[src/rtl/core/kcs_pkg.sv]
package kcs_pkg;

    // look-back span in bytes, current byte included (16 to 32)
    localparam int WINDOW_BYTES = 16;
    localparam int HIST_DEPTH   = WINDOW_BYTES - 1;

    localparam int KW_COUNT  = 9;
    localparam int KW_MAXLEN = 16;
    localparam int KW_LEN_W  = $clog2(KW_MAXLEN + 1);

    typedef logic [7:0]                   byte_t;
    typedef logic [KW_MAXLEN*8-1:0]       kw_text_t;
    typedef logic [KW_LEN_W-1:0]          kw_len_t;
    typedef logic [1:0]                   kw_cat_t;
    typedef logic [KW_MAXLEN-1:0][7:0]    match_win_t;

    typedef struct packed {
        logic hijack;
        logic escalation;
        logic exfil;
    } cat_flags_t;

    localparam kw_cat_t CAT_HIJACK     = 2'd0;
    localparam kw_cat_t CAT_ESCALATION = 2'd1;
    localparam kw_cat_t CAT_EXFIL      = 2'd2;

    // string literals are right aligned: byte i from the lsb is the char
    // that must sit i positions back from the newest byte
    localparam kw_text_t KW_TEXT [KW_COUNT] = '{
        kw_text_t'("ignore previous"),
        kw_text_t'("override"),
        kw_text_t'("system prompt"),
        kw_text_t'("escalat"),
        kw_text_t'("sudo"),
        kw_text_t'("admin"),
        kw_text_t'("exfiltrat"),
        kw_text_t'("send to external"),
        kw_text_t'("api key")
    };

    localparam kw_len_t KW_LEN [KW_COUNT] = '{
        kw_len_t'(15), kw_len_t'(8), kw_len_t'(13),
        kw_len_t'(7),  kw_len_t'(4), kw_len_t'(5),
        kw_len_t'(9),  kw_len_t'(16), kw_len_t'(7)
    };

    localparam kw_cat_t KW_CAT [KW_COUNT] = '{
        CAT_HIJACK, CAT_HIJACK, CAT_HIJACK,
        CAT_ESCALATION, CAT_ESCALATION, CAT_ESCALATION,
        CAT_EXFIL, CAT_EXFIL, CAT_EXFIL
    };

    typedef logic [1:0] verdict_t;
    localparam verdict_t VERDICT_SAFE       = 2'd0;
    localparam verdict_t VERDICT_SUSPICIOUS = 2'd1;
    localparam verdict_t VERDICT_BLOCKED    = 2'd2;

    typedef logic [6:0] conf_t;
    localparam conf_t CONF_SAFE       = 7'd100;
    localparam conf_t CONF_SUSPICIOUS = 7'd70;
    localparam conf_t CONF_BLOCKED    = 7'd95;

    localparam byte_t CASE_FOLD_OFFSET = 8'h20;

    // ascii upper case to lower case, everything else untouched
    function automatic byte_t fold_byte(input byte_t b);
        byte_t r;
        r = b;
        if (b inside {[8'h41:8'h5A]})
        begin
            r = b + CASE_FOLD_OFFSET;
        end
        return r;
    endfunction

endpackage

[src/rtl/core/kcs_match.sv]
module kcs_match
    import kcs_pkg::*;
(
    input  match_win_t win,
    output cat_flags_t cat_hit
);

    logic [KW_COUNT-1:0] kw_hit;

    // one comparator row per keyword, all in parallel
    always_comb
    begin
        for (int k = 0; k < KW_COUNT; k++)
        begin
            kw_hit[k] = 1'b1;
            for (int i = 0; i < KW_MAXLEN; i++)
            begin
                if ((kw_len_t'(i) < KW_LEN[k]) &&
                    (fold_byte(win[i]) != KW_TEXT[k][i*8 +: 8]))
                begin
                    kw_hit[k] = 1'b0;
                end
            end
        end
    end

    always_comb
    begin
        cat_hit = '0;
        for (int k = 0; k < KW_COUNT; k++)
        begin
            if (kw_hit[k])
            begin
                case (KW_CAT[k])
                    CAT_HIJACK:     cat_hit.hijack     = 1'b1;
                    CAT_ESCALATION: cat_hit.escalation = 1'b1;
                    CAT_EXFIL:      cat_hit.exfil      = 1'b1;
                    default:        cat_hit.exfil      = 1'b1;
                endcase
            end
        end
    end

endmodule

[src/rtl/core/keyword_category_scanner_core.sv]
// Keyword category scanner: one text byte per input transaction, last_byte
// marks the end of a message. Every byte is checked against nine fixed
// keywords (ascii letters case-folded) ending at that byte, using the byte
// itself and the previous bytes held in a shift window; hits set sticky
// category flags. The transaction carrying last_byte gives exactly one
// result transaction (flags, verdict, confidence) and clears the window and
// flags, so keywords never span messages. Throughput is one byte per clock
// while in_ready is high: the window, the flags and the result register are
// all registered, and results appear in the cycle after the last byte is
// taken. A non-last byte is accepted even while a result waits; a last byte
// waits only while the result register is still full and not being taken.
module keyword_category_scanner_core
    import kcs_pkg::*;
(
    input  logic       clk,
    input  logic       rst_n,
    input  logic       in_valid,
    output logic       in_ready,
    input  logic [7:0] text_byte,
    input  logic       last_byte,
    output logic       out_valid,
    input  logic       out_ready,
    output logic       goal_hijack,
    output logic       privilege_escalation,
    output logic       data_exfiltration,
    output logic [1:0] verdict,
    output logic [6:0] confidence_pct
);

    // history of previous bytes, [0] is the newest
    byte_t      hist_reg [HIST_DEPTH];
    cat_flags_t flags_reg;
    cat_flags_t flags_next;
    cat_flags_t cat_hit;
    match_win_t win;

    // result register
    logic       out_valid_reg;
    cat_flags_t res_flags_reg;
    verdict_t   verdict_reg;
    verdict_t   verdict_next;
    conf_t      conf_reg;
    conf_t      conf_next;
    logic [1:0] cat_count;

    logic in_fire;
    logic out_fire;
    logic res_load;

    // only a last byte needs room in the result register
    assign in_ready = !last_byte || !out_valid_reg || out_ready;
    assign in_fire  = in_valid && in_ready;
    assign out_fire = out_valid_reg && out_ready;
    assign res_load = in_fire && last_byte;

    // match window: current byte plus the newest history bytes
    always_comb
    begin
        win[0] = text_byte;
        for (int i = 1; i < KW_MAXLEN; i++)
        begin
            win[i] = hist_reg[i-1];
        end
    end

    kcs_match u_match (
        .win     (win),
        .cat_hit (cat_hit)
    );

    assign flags_next = flags_reg | cat_hit;

    assign cat_count = {1'b0, flags_next.hijack} + {1'b0, flags_next.escalation}
                     + {1'b0, flags_next.exfil};

    always_comb
    begin
        case (cat_count)
            2'd0:
            begin
                verdict_next = VERDICT_SAFE;
                conf_next    = CONF_SAFE;
            end
            2'd1:
            begin
                verdict_next = VERDICT_SUSPICIOUS;
                conf_next    = CONF_SUSPICIOUS;
            end
            default:
            begin
                verdict_next = VERDICT_BLOCKED;
                conf_next    = CONF_BLOCKED;
            end
        endcase
    end

    // window and sticky flags; both clear at message end
    always_ff @(posedge clk or negedge rst_n)
    begin
        if (!rst_n)
        begin
            for (int i = 0; i < HIST_DEPTH; i++)
            begin
                hist_reg[i] <= '0;
            end
            flags_reg <= '0;
        end
        else if (in_fire)
        begin
            if (last_byte)
            begin
                for (int i = 0; i < HIST_DEPTH; i++)
                begin
                    hist_reg[i] <= '0;
                end
                flags_reg <= '0;
            end
            else
            begin
                hist_reg[0] <= text_byte;
                for (int i = 1; i < HIST_DEPTH; i++)
                begin
                    hist_reg[i] <= hist_reg[i-1];
                end
                flags_reg <= flags_next;
            end
        end
    end

    always_ff @(posedge clk or negedge rst_n)
    begin
        if (!rst_n)
        begin
            out_valid_reg <= 1'b0;
        end
        else if (res_load)
        begin
            out_valid_reg <= 1'b1;
        end
        else if (out_fire)
        begin
            out_valid_reg <= 1'b0;
        end
    end

    // result payload, no reset needed
    always_ff @(posedge clk)
    begin
        if (res_load)
        begin
            res_flags_reg <= flags_next;
            verdict_reg   <= verdict_next;
            conf_reg      <= conf_next;
        end
    end

    assign out_valid            = out_valid_reg;
    assign goal_hijack          = res_flags_reg.hijack;
    assign privilege_escalation = res_flags_reg.escalation;
    assign data_exfiltration    = res_flags_reg.exfil;
    assign verdict              = verdict_reg;
    assign confidence_pct       = conf_reg;

    // a taken last byte always leaves a result pending
    assert property (@(posedge clk) disable iff (!rst_n)
        res_load |=> out_valid_reg)
        else $error("last byte accepted but no result pending");

    // flags are cleared after a message ends
    assert property (@(posedge clk) disable iff (!rst_n)
        res_load |=> (flags_reg == '0))
        else $error("category flags not cleared at message end");

    // verdict agrees with the reported categories
    assert property (@(posedge clk) disable iff (!rst_n)
        out_valid_reg |-> ((verdict_reg == VERDICT_SAFE) == (res_flags_reg == '0)))
        else $error("verdict inconsistent with category flags");

    // confidence follows the verdict
    assert property (@(posedge clk) disable iff (!rst_n)
        out_valid_reg |-> ((verdict_reg == VERDICT_SAFE && conf_reg == CONF_SAFE) ||
                           (verdict_reg == VERDICT_SUSPICIOUS &&
                            conf_reg == CONF_SUSPICIOUS) ||
                           (verdict_reg == VERDICT_BLOCKED && conf_reg == CONF_BLOCKED)))
        else $error("confidence does not match verdict");

endmodule
[config.mk]
export PLATFORM = sky130hd
export DESIGN_NAME = keyword_category_scanner_core
export DESIGN_NICKNAME = d
export VERILOG_FILES = /design/src/rtl/core/kcs_pkg.sv /design/src/rtl/core/kcs_match.sv /design/src/rtl/core/keyword_category_scanner_core.sv
export SDC_FILE = /design/constraint.sdc
export NUM_CORES = 1
export LEC_CHECK = 0
export ABC_CLOCK_PERIOD_IN_PS = 4900
export BUFFER_PORTS_ARGS = -buffer_cell sky130_fd_sc_hd__buf_4
export CORE_AREA = 4 4 114 116
export DETAILED_ROUTE_END_ITERATION = 10
export DIE_AREA = 0 0 118 120
export PLACE_DENSITY = 0.83
export SLEW_MARGIN = 20
export SYNTH_ARGS = -nofsm -noshare
export SYNTH_HDL_FRONTEND = slang
export SYNTH_HIERARCHICAL = 1
export SYNTH_SLANG_ARGS = --single-unit
[constraint.sdc]
create_clock -name clk -period 4.9 [get_ports clk]
set_input_delay 1.225 -clock clk [delete_from_list [all_inputs] [get_ports clk]]
set_output_delay 1.225 -clock clk [all_outputs]
set_load 0.005 [all_outputs]
==> impl_metrics.json, run 1 <==
{
  "outcome": "finished, final reports clean",
  "grt_pass1_vias": 5177,
  "drcViolationCount": 0,
  "grt_max_degree": 110,
  "yosys-top-cells-area": "dfrtp_1, a22o_1, ha_1",
  "endpoint": "confidence_pct[1]",
  "layout-drive-gt1-share_pct": 11.9,
  "syn_to_final_growth_pct": 12.6,
  "rsz0062_at_grt": "false",
  "p_int_uw": 1960,
  "p_seq_share_pct": 45.3,
  "skew_ns": 0.00883,
  "end_kind": "flip-flop",
  "dr.pass1.iters": 6,
  "clk_latency_ns": 0.42,
  "worstPathMaxFanout": 9,
  "coreArea_um2": 11900,
  "via_per_inst": 7.10,
  "nNetsFinal": 615,
  "die-area_um2": 14200,
  "p_sw_uw": 615,
  "dpl_cell_area_um2": 6690,
  "start_kind": "primary input",
  "fin_crit_ns": 4.16,
  "r2r_cells": 10,
  "p_sw_share_pct": 23.9,
  "cts_setup_buffers": 0,
  "ys_ff_latch": 131,
  "postSynth.asyncResetShare_pct": 94.7,
  "relSlewSlack_pct": 50.9,
  "tritoncts": "built",
  "portBuffers": 24,
  "grt-ovfl-total": 0,
  "drtIter0Drc": 596,
  "fillers": 968,
  "ir_drop_mv": 0.310,
  "synth.distinct_cells": 57,
  "root_buffer": "clkbuf_16",
  "hold_viol_final": 0,
  "path_clk_slew_ns": 0.05,
  "netlist_instances": 567,
  "r2r_slack_ns": 0.99,
  "cts_sinks": 131,
  "wl_per_cell_um": 23.7,
  "rr_startpoint": "hist_reg[65]",
  "synth_edf_count": 7,
  "routabilityCongestion": 1.06,
  "maxSlewViolCount": 0,
  "cts_resized": 0,
  "r2r_end": "confidence_pct[1]",
  "worstSetupPathType": "in -> reg",
  "grt_pass1_wl_um": 28800,
  "start_util_pct": 54.2,
  "antennaDiodeCount": 0,
  "yosysWarnings": 6,
  "synth_top_area_cell": "dfrtp_1",
  "tns_ns": 0,
  "max_clock_freq_ghz": 0.240,
  "antenna_found_initial": 0,
  "rows": 40,
  "syn_area_um2": 6460,
  "startpoint": "text_byte[1]",
  "p_per_area_nw_per_um2": 354,
  "die_h_um": 120,
  "worstHoldStart": "hist_reg[3]",
  "synth_flop_cell": "dfrtp_1",
  "cts-buffers-inserted": 17,
  "dp_hpwl_um": 11900,
  "postRouteAntennaNets": 0,
  "dr_total_vias": 5285,
  "ctsHoldBuffers": 0,
  "drt_wl_total_um": 17600,
  "post-route-period-util_pct": 84.9,
  "pwr-share-comb_pct": 6.5,
  "yosysTopAreaCellShare_pct": 48.0,
  "max-clock-path-buffers": 2,
  "grt_use_total_pct": 26.0,
  "largest_reg_flops": 120,
  "arrival_ns": 4.32,
  "setup_viol": 0,
  "hp-class": "reg -> reg",
  "die_x_um": 118,
  "drv_cap": 0,
  "pin_count": 27,
  "worst_ep_required_time_ns": 5.06,
  "htree_levels": 4,
  "final_area_um2": 7280,
  "clockPowerShare_pct": 48.2,
  "syn_area_per_cell_um2": 11.4,
  "worst_slew_pin_slew_ns": 0.737,
  "seq_area_frac_synth_pct": 51.3,
  "p_leak_uw": 0.00323
}
[power by group through the flow]
| stage | logic (uW) | registers [uW] | clock network, uW |
|---|---|---|---|
| detailed placement | 164 | 1180 | 0 |
| global placement | 158 | 1180 | 0 |
| floorplan | 109 | 1160 | 0 |
| global route | 184 | 1170 | 1320 |
| CTS | 165 | 1170 | 1260 |
| finish | 168 | 1170 | 1240 |
[cell usage in the layout (no fill, tap or decap), types with 4 or more instances in the layout]
| cell | Yosys | routed |
|---|---|---|
| dfrtp_1 | 124 | 124 |
| a22o_1 | 120 | 120 |
| buf_4 | 16 | 29 |
| nor2_1 | 24 | 24 |
| a21oi_1 | 17 | 17 |
| nand2_1 | 18 | 17 |
| ha_1 | 17 | 17 |
| clkbuf_16 | 0 | 17 |
| nor4_1 | 17 | 17 |
| nor2b_1 | 16 | 16 |
| nand4_1 | 14 | 14 |
| nor3_1 | 13 | 13 |
| nand3_1 | 11 | 11 |
| or4_1 | 11 | 11 |
| inv_1 | 10 | 10 |
| o21ai_0 | 10 | 10 |
| nand2b_1 | 7 | 7 |
| edfxtp_1 | 7 | 7 |
| nand4b_1 | 7 | 7 |
| nand3b_1 | 6 | 6 |
| or3_1 | 6 | 6 |
| nor4b_1 | 6 | 6 |
| and4b_1 | 6 | 6 |
| or2_2 | 5 | 5 |
| nor4bb_1 | 5 | 5 |
| nor3b_1 | 4 | 4 |
| a21o_1 | 4 | 4 |
| o22ai_1 | 4 | 4 |
[through the flow]
stage	worst slack, ns	utilization, %	hold slack (ns)	power (uW)	instances
3_3_place_gp	0.420	56.1	0.487	1340	713
4_1_cts	0.776	61.0	0.503	2590	744
5_1_grt	0.610	61.1	0.506	2670	744
6_report	0.741	61.1	0.501	2580	744
3_5_place_dp	0.333	56.1	0.483	1350	713
2_1_floorplan	0.786	-	0.459	1270	568
[layout make-up]
cell class | count | area, um^2 | area share [%]
Inverter | 11 | 41.3 | 0.567
Clock inverter | 8 | 100 | 1.38
Sequential cell | 131 | 3310 | 45.5
Tap cell | 147 | 184 | 2.53
Clock buffer | 23 | 478 | 6.57
Timing Repair Buffer | 30 | 229 | 3.15
Multi-Input combinational cell | 394 | 2930 | 40.3
[critical path: stages]
cell and delay [ns]:
buf_4 0.14, nand4bb_1 0.23, or4_1 0.51, or4_1 0.39, or4_1 0.42, o32a_1 0.35
o22ai_1 0.27, or2_2 0.20, xor2_1 0.16, ha_1 0.27, nand2b_1 0.15
[metal layers]
layer	global-route usage (%)	vias to the layer above	share of wire [%]
met3	6.41	45	7.7
met2	40.7	278	48
li1	-	2308	-
met4	9.82	0	2.6
met1	35.1	2654	42
met5	0	-	0
[Yosys cell counts, types with 5 or more instances]
cell type	number
dfrtp_1	124
a22o_1	120
nor2_1	24
nand2_1	18
a21oi_1	17
ha_1	17
nor4_1	17
buf_4	16
nor2b_1	16
buf_2	15
nand4_1	14
nor3_1	13
nand3_1	11
or4_1	11
inv_1	10
o21ai_0	10
edfxtp_1	7
nand2b_1	7
nand4b_1	7
and4b_1	6
nand3b_1	6
nor4b_1	6
or3_1	6
nor4bb_1	5
or2_2	5
[cells by family (layout without fill, tap and decap cells)]
family	after synthesis	count (layout)	share of synthesized area (%)
buf+inv	43	72	3.72
compound gates	182	182	22.7
simple gates	191	191	18.6
fa+ha+maj	17	17	3.29
flops	131	131	51.3
xor+xnor	1	1	0.136
mux	1	1	0.174
other cells	1	2	0.0581
[worst min-delay path by stage]
stage,endpoint,cells after the start
6_report,hist_reg[3],1
5_1_grt,hist_reg[3],1
4_1_cts,hist_reg[3],1
3_5_place_dp,hist_reg[2],1
3_3_place_gp,hist_reg[3],1
2_1_floorplan,hist_reg[4],1
(Power assumes the default switching activity.)
==> run 2, diff against run 1 <==
--- a/config.mk
+++ b/config.mk
@@ -5,7 +5,7 @@
 export SDC_FILE = /design/constraint.sdc
 export NUM_CORES = 1
 export LEC_CHECK = 0
-export ABC_CLOCK_PERIOD_IN_PS = 4900
+export ABC_CLOCK_PERIOD_IN_PS = 4370
 export BUFFER_PORTS_ARGS = -buffer_cell sky130_fd_sc_hd__buf_4
 export CORE_AREA = 4 4 114 116
 export DETAILED_ROUTE_END_ITERATION = 10
==> constraint.sdc (replaced) <==
create_clock -name clk -period 4.37 [get_ports clk]
set_input_delay 1.0925 -clock clk [delete_from_list [all_inputs] [get_ports clk]]
set_output_delay 1.0925 -clock clk [all_outputs]
set_load 0.005 [all_outputs]
==> run 2 against run 1 <==
  * Final cell count rose by 1.3%
  * Clock skew fell by 0.0010 ns
  * Critical path depth unchanged
  * Die area unchanged
  * Clock-buffer cell count fell by 5
  * Global-route usage rose by 0.44 points
  * Flip-flop and latch count is the same
  * Worst setup slack lost 0.46 ns
  * Non-clock buffer count up 9
  * Combinational power up 22%
  * Sequential power up 11%
  * Highest routed layer is now met5
==> impl_metrics.json, run 2 (synthesis results as in run 1) <==
{
  "outcome": "finished, final reports clean",
  "post-route-period-util_pct": 93.6,
  "layout_commonest_cell": "dfrtp_1",
  "die_h_um": 120,
  "dr.pass1.iters": 6,
  "antenna_found_initial": 1,
  "portBuffers": 24,
  "grt_pass1_vias": 5322,
  "ir_drop_mv": 0.276,
  "drtIter0Drc": 644,
  "tns_ns": 0,
  "cpPeakStageDelay_ns": 0.55,
  "dr_total_vias": 5283,
  "clk_latency_ns": 0.42,
  "cts_resized": 0,
  "nNetsFinal": 624,
  "hold_viol_final": 0,
  "htree_levels": 4,
  "fillers": 939,
  "layout_common_cells": "dfrtp_1, a22o_1, buf_4",
  "rows": 40,
  "relSlewSlack_pct": 39.2,
  "hp-class": "reg -> reg",
  "routabilityCongestion": 0.965,
  "maxSlewViolCount": 0,
  "antennaDiodeCount": 0,
  "p_per_area_nw_per_um2": 395,
  "max-clock-path-buffers": 2,
  "cp_cell_sequence": "buf_4 > nand4bb_1 > or4_1 > or4_1 > or4_1 > o32a_1 > o22ai_1 > or2_2 > xor2_1 > ha_1 > nand2b_1",
  "start_util_pct": 54.2,
  "max_clock_freq_ghz": 0.245,
  "via_per_inst": 7.01,
  "end_kind": "flip-flop",
  "cts_sinks": 131,
  "wl_per_cell_um": 23.9,
  "largest_reg_flops": 120,
  "arrival_ns": 4.25,
  "postRouteAntennaNets": 0,
  "grt_pass1_wl_um": 29200,
  "ctsHoldBuffers": 0,
  "grt-ovfl-total": 0,
  "cts_setup_buffers": 0,
  "drt_wl_total_um": 18000,
  "drv_cap": 0,
  "dp_hpwl_um": 12100,
  "pre_cts_slack_ns": -0.102,
  "layout-drive-gt1-share_pct": 13.7,
  "p_leak_uw": 0.00328,
  "cp_common_cell": "or4_1",
  "setup_ws_ns": 0.281,
  "die-area_um2": 14200,
  "rsz0062_at_grt": "false",
  "cts-buffers-inserted": 17,
  "syn_to_final_growth_pct": 13.9,
  "start_kind": "primary input",
  "worstPathMaxFanout": 3,
  "grt_use_total_pct": 26.4,
  "fin_crit_ns": 4.09,
  "path_clk_slew_ns": 0.06,
  "root_buffer": "clkbuf_16",
  "worst_path_max_delay_cell": "or4_1",
  "worstSetupPathType": "in -> reg",
  "worst_slew_pin_slew_ns": 0.912,
  "die_x_um": 118,
  "coreArea_um2": 11900,
  "worst_ep_required_time_ns": 4.54,
  "pin_count": 27,
  "tritoncts": "built",
  "drcViolationCount": 0,
  "grt_max_degree": 104,
  "setup_viol": 0,
  "skew_ns": 0.00780
}
run 2: final timing paths:
kind / slack [ns] / cells past startpoint / start / endpoint
setup / recovery: 0.28 / 11 / text_byte[1] / confidence_pct[1]
hold / removal: 0.50 / 1 / hist_reg[4] / hist_reg[4]
setup reg to reg: 0.46 / 11 / hist_reg[85] / confidence_pct[1]
hold reg to reg: 0.50 / 1 / hist_reg[4] / hist_reg[4]
max in group asynchronous: 2.95 / 2 / rst_n / hist_reg[9]
min in group asynchronous: 0.61 / 1 / rst_n / hist_reg[96]
run 2: where the power goes:
group / leakage, uW / total (uW) / internal, uW / switching (uW)
Combinational: 0.00122 / 205 / 77.1 / 128
Sequential: 0.00178 / 1300 / 1250 / 51.0
Clock: 0.000282 / 1400 / 846 / 556
Total: 0.00328 / 2910 / 2170 / 735
run 2: per-stage QoR:
stage | utilization [%] | cell area [um^2] | instances | hold slack, ns | power [uW]
after detailed placement | 56.8 | 6770 | 722 | 0.476 | 1520
final | 61.8 | 7360 | 754 | 0.502 | 2910
after CTS | 61.7 | 7350 | 754 | 0.500 | 2920
after floorplan | - | 6460 | 568 | 0.459 | 1430
after global placement | 56.8 | 6770 | 722 | 0.487 | 1520
after global routing | 61.8 | 7360 | 754 | 0.518 | 3010
run 2: routing by layer:
metal  vias up  wire length (um)  global-route usage (%)
li1       2308                 -                       -
met1      2678              7570                    34.1
met5         -                13                       0
met3        61              1190                    6.60
met2       234              8580                    42.5
met4         2               646                    11.3
run 2: layout make-up:
cell class	count	area, um^2	area share [%]
Clock buffer	18	429	5.83
Clock inverter	14	153	2.07
Inverter	11	41.3	0.561
Multi-Input combinational cell	394	2930	39.8
Sequential cell	131	3310	45.0
Tap cell	147	184	2.50
Timing Repair Buffer	39	305	4.15
run 2: worst max-delay path, delay by kind of cell:
| family | cells | cell delay, ns |
|---|---|---|
| AO/OA/AOI/OAI | 2 | 0.65 |
| AND/OR/NAND/NOR | 6 | 1.94 |
| buffers and inverters | 1 | 0.11 |
| XOR/XNOR | 1 | 0.19 |
| adder cells (fa/ha/maj) | 1 | 0.28 |
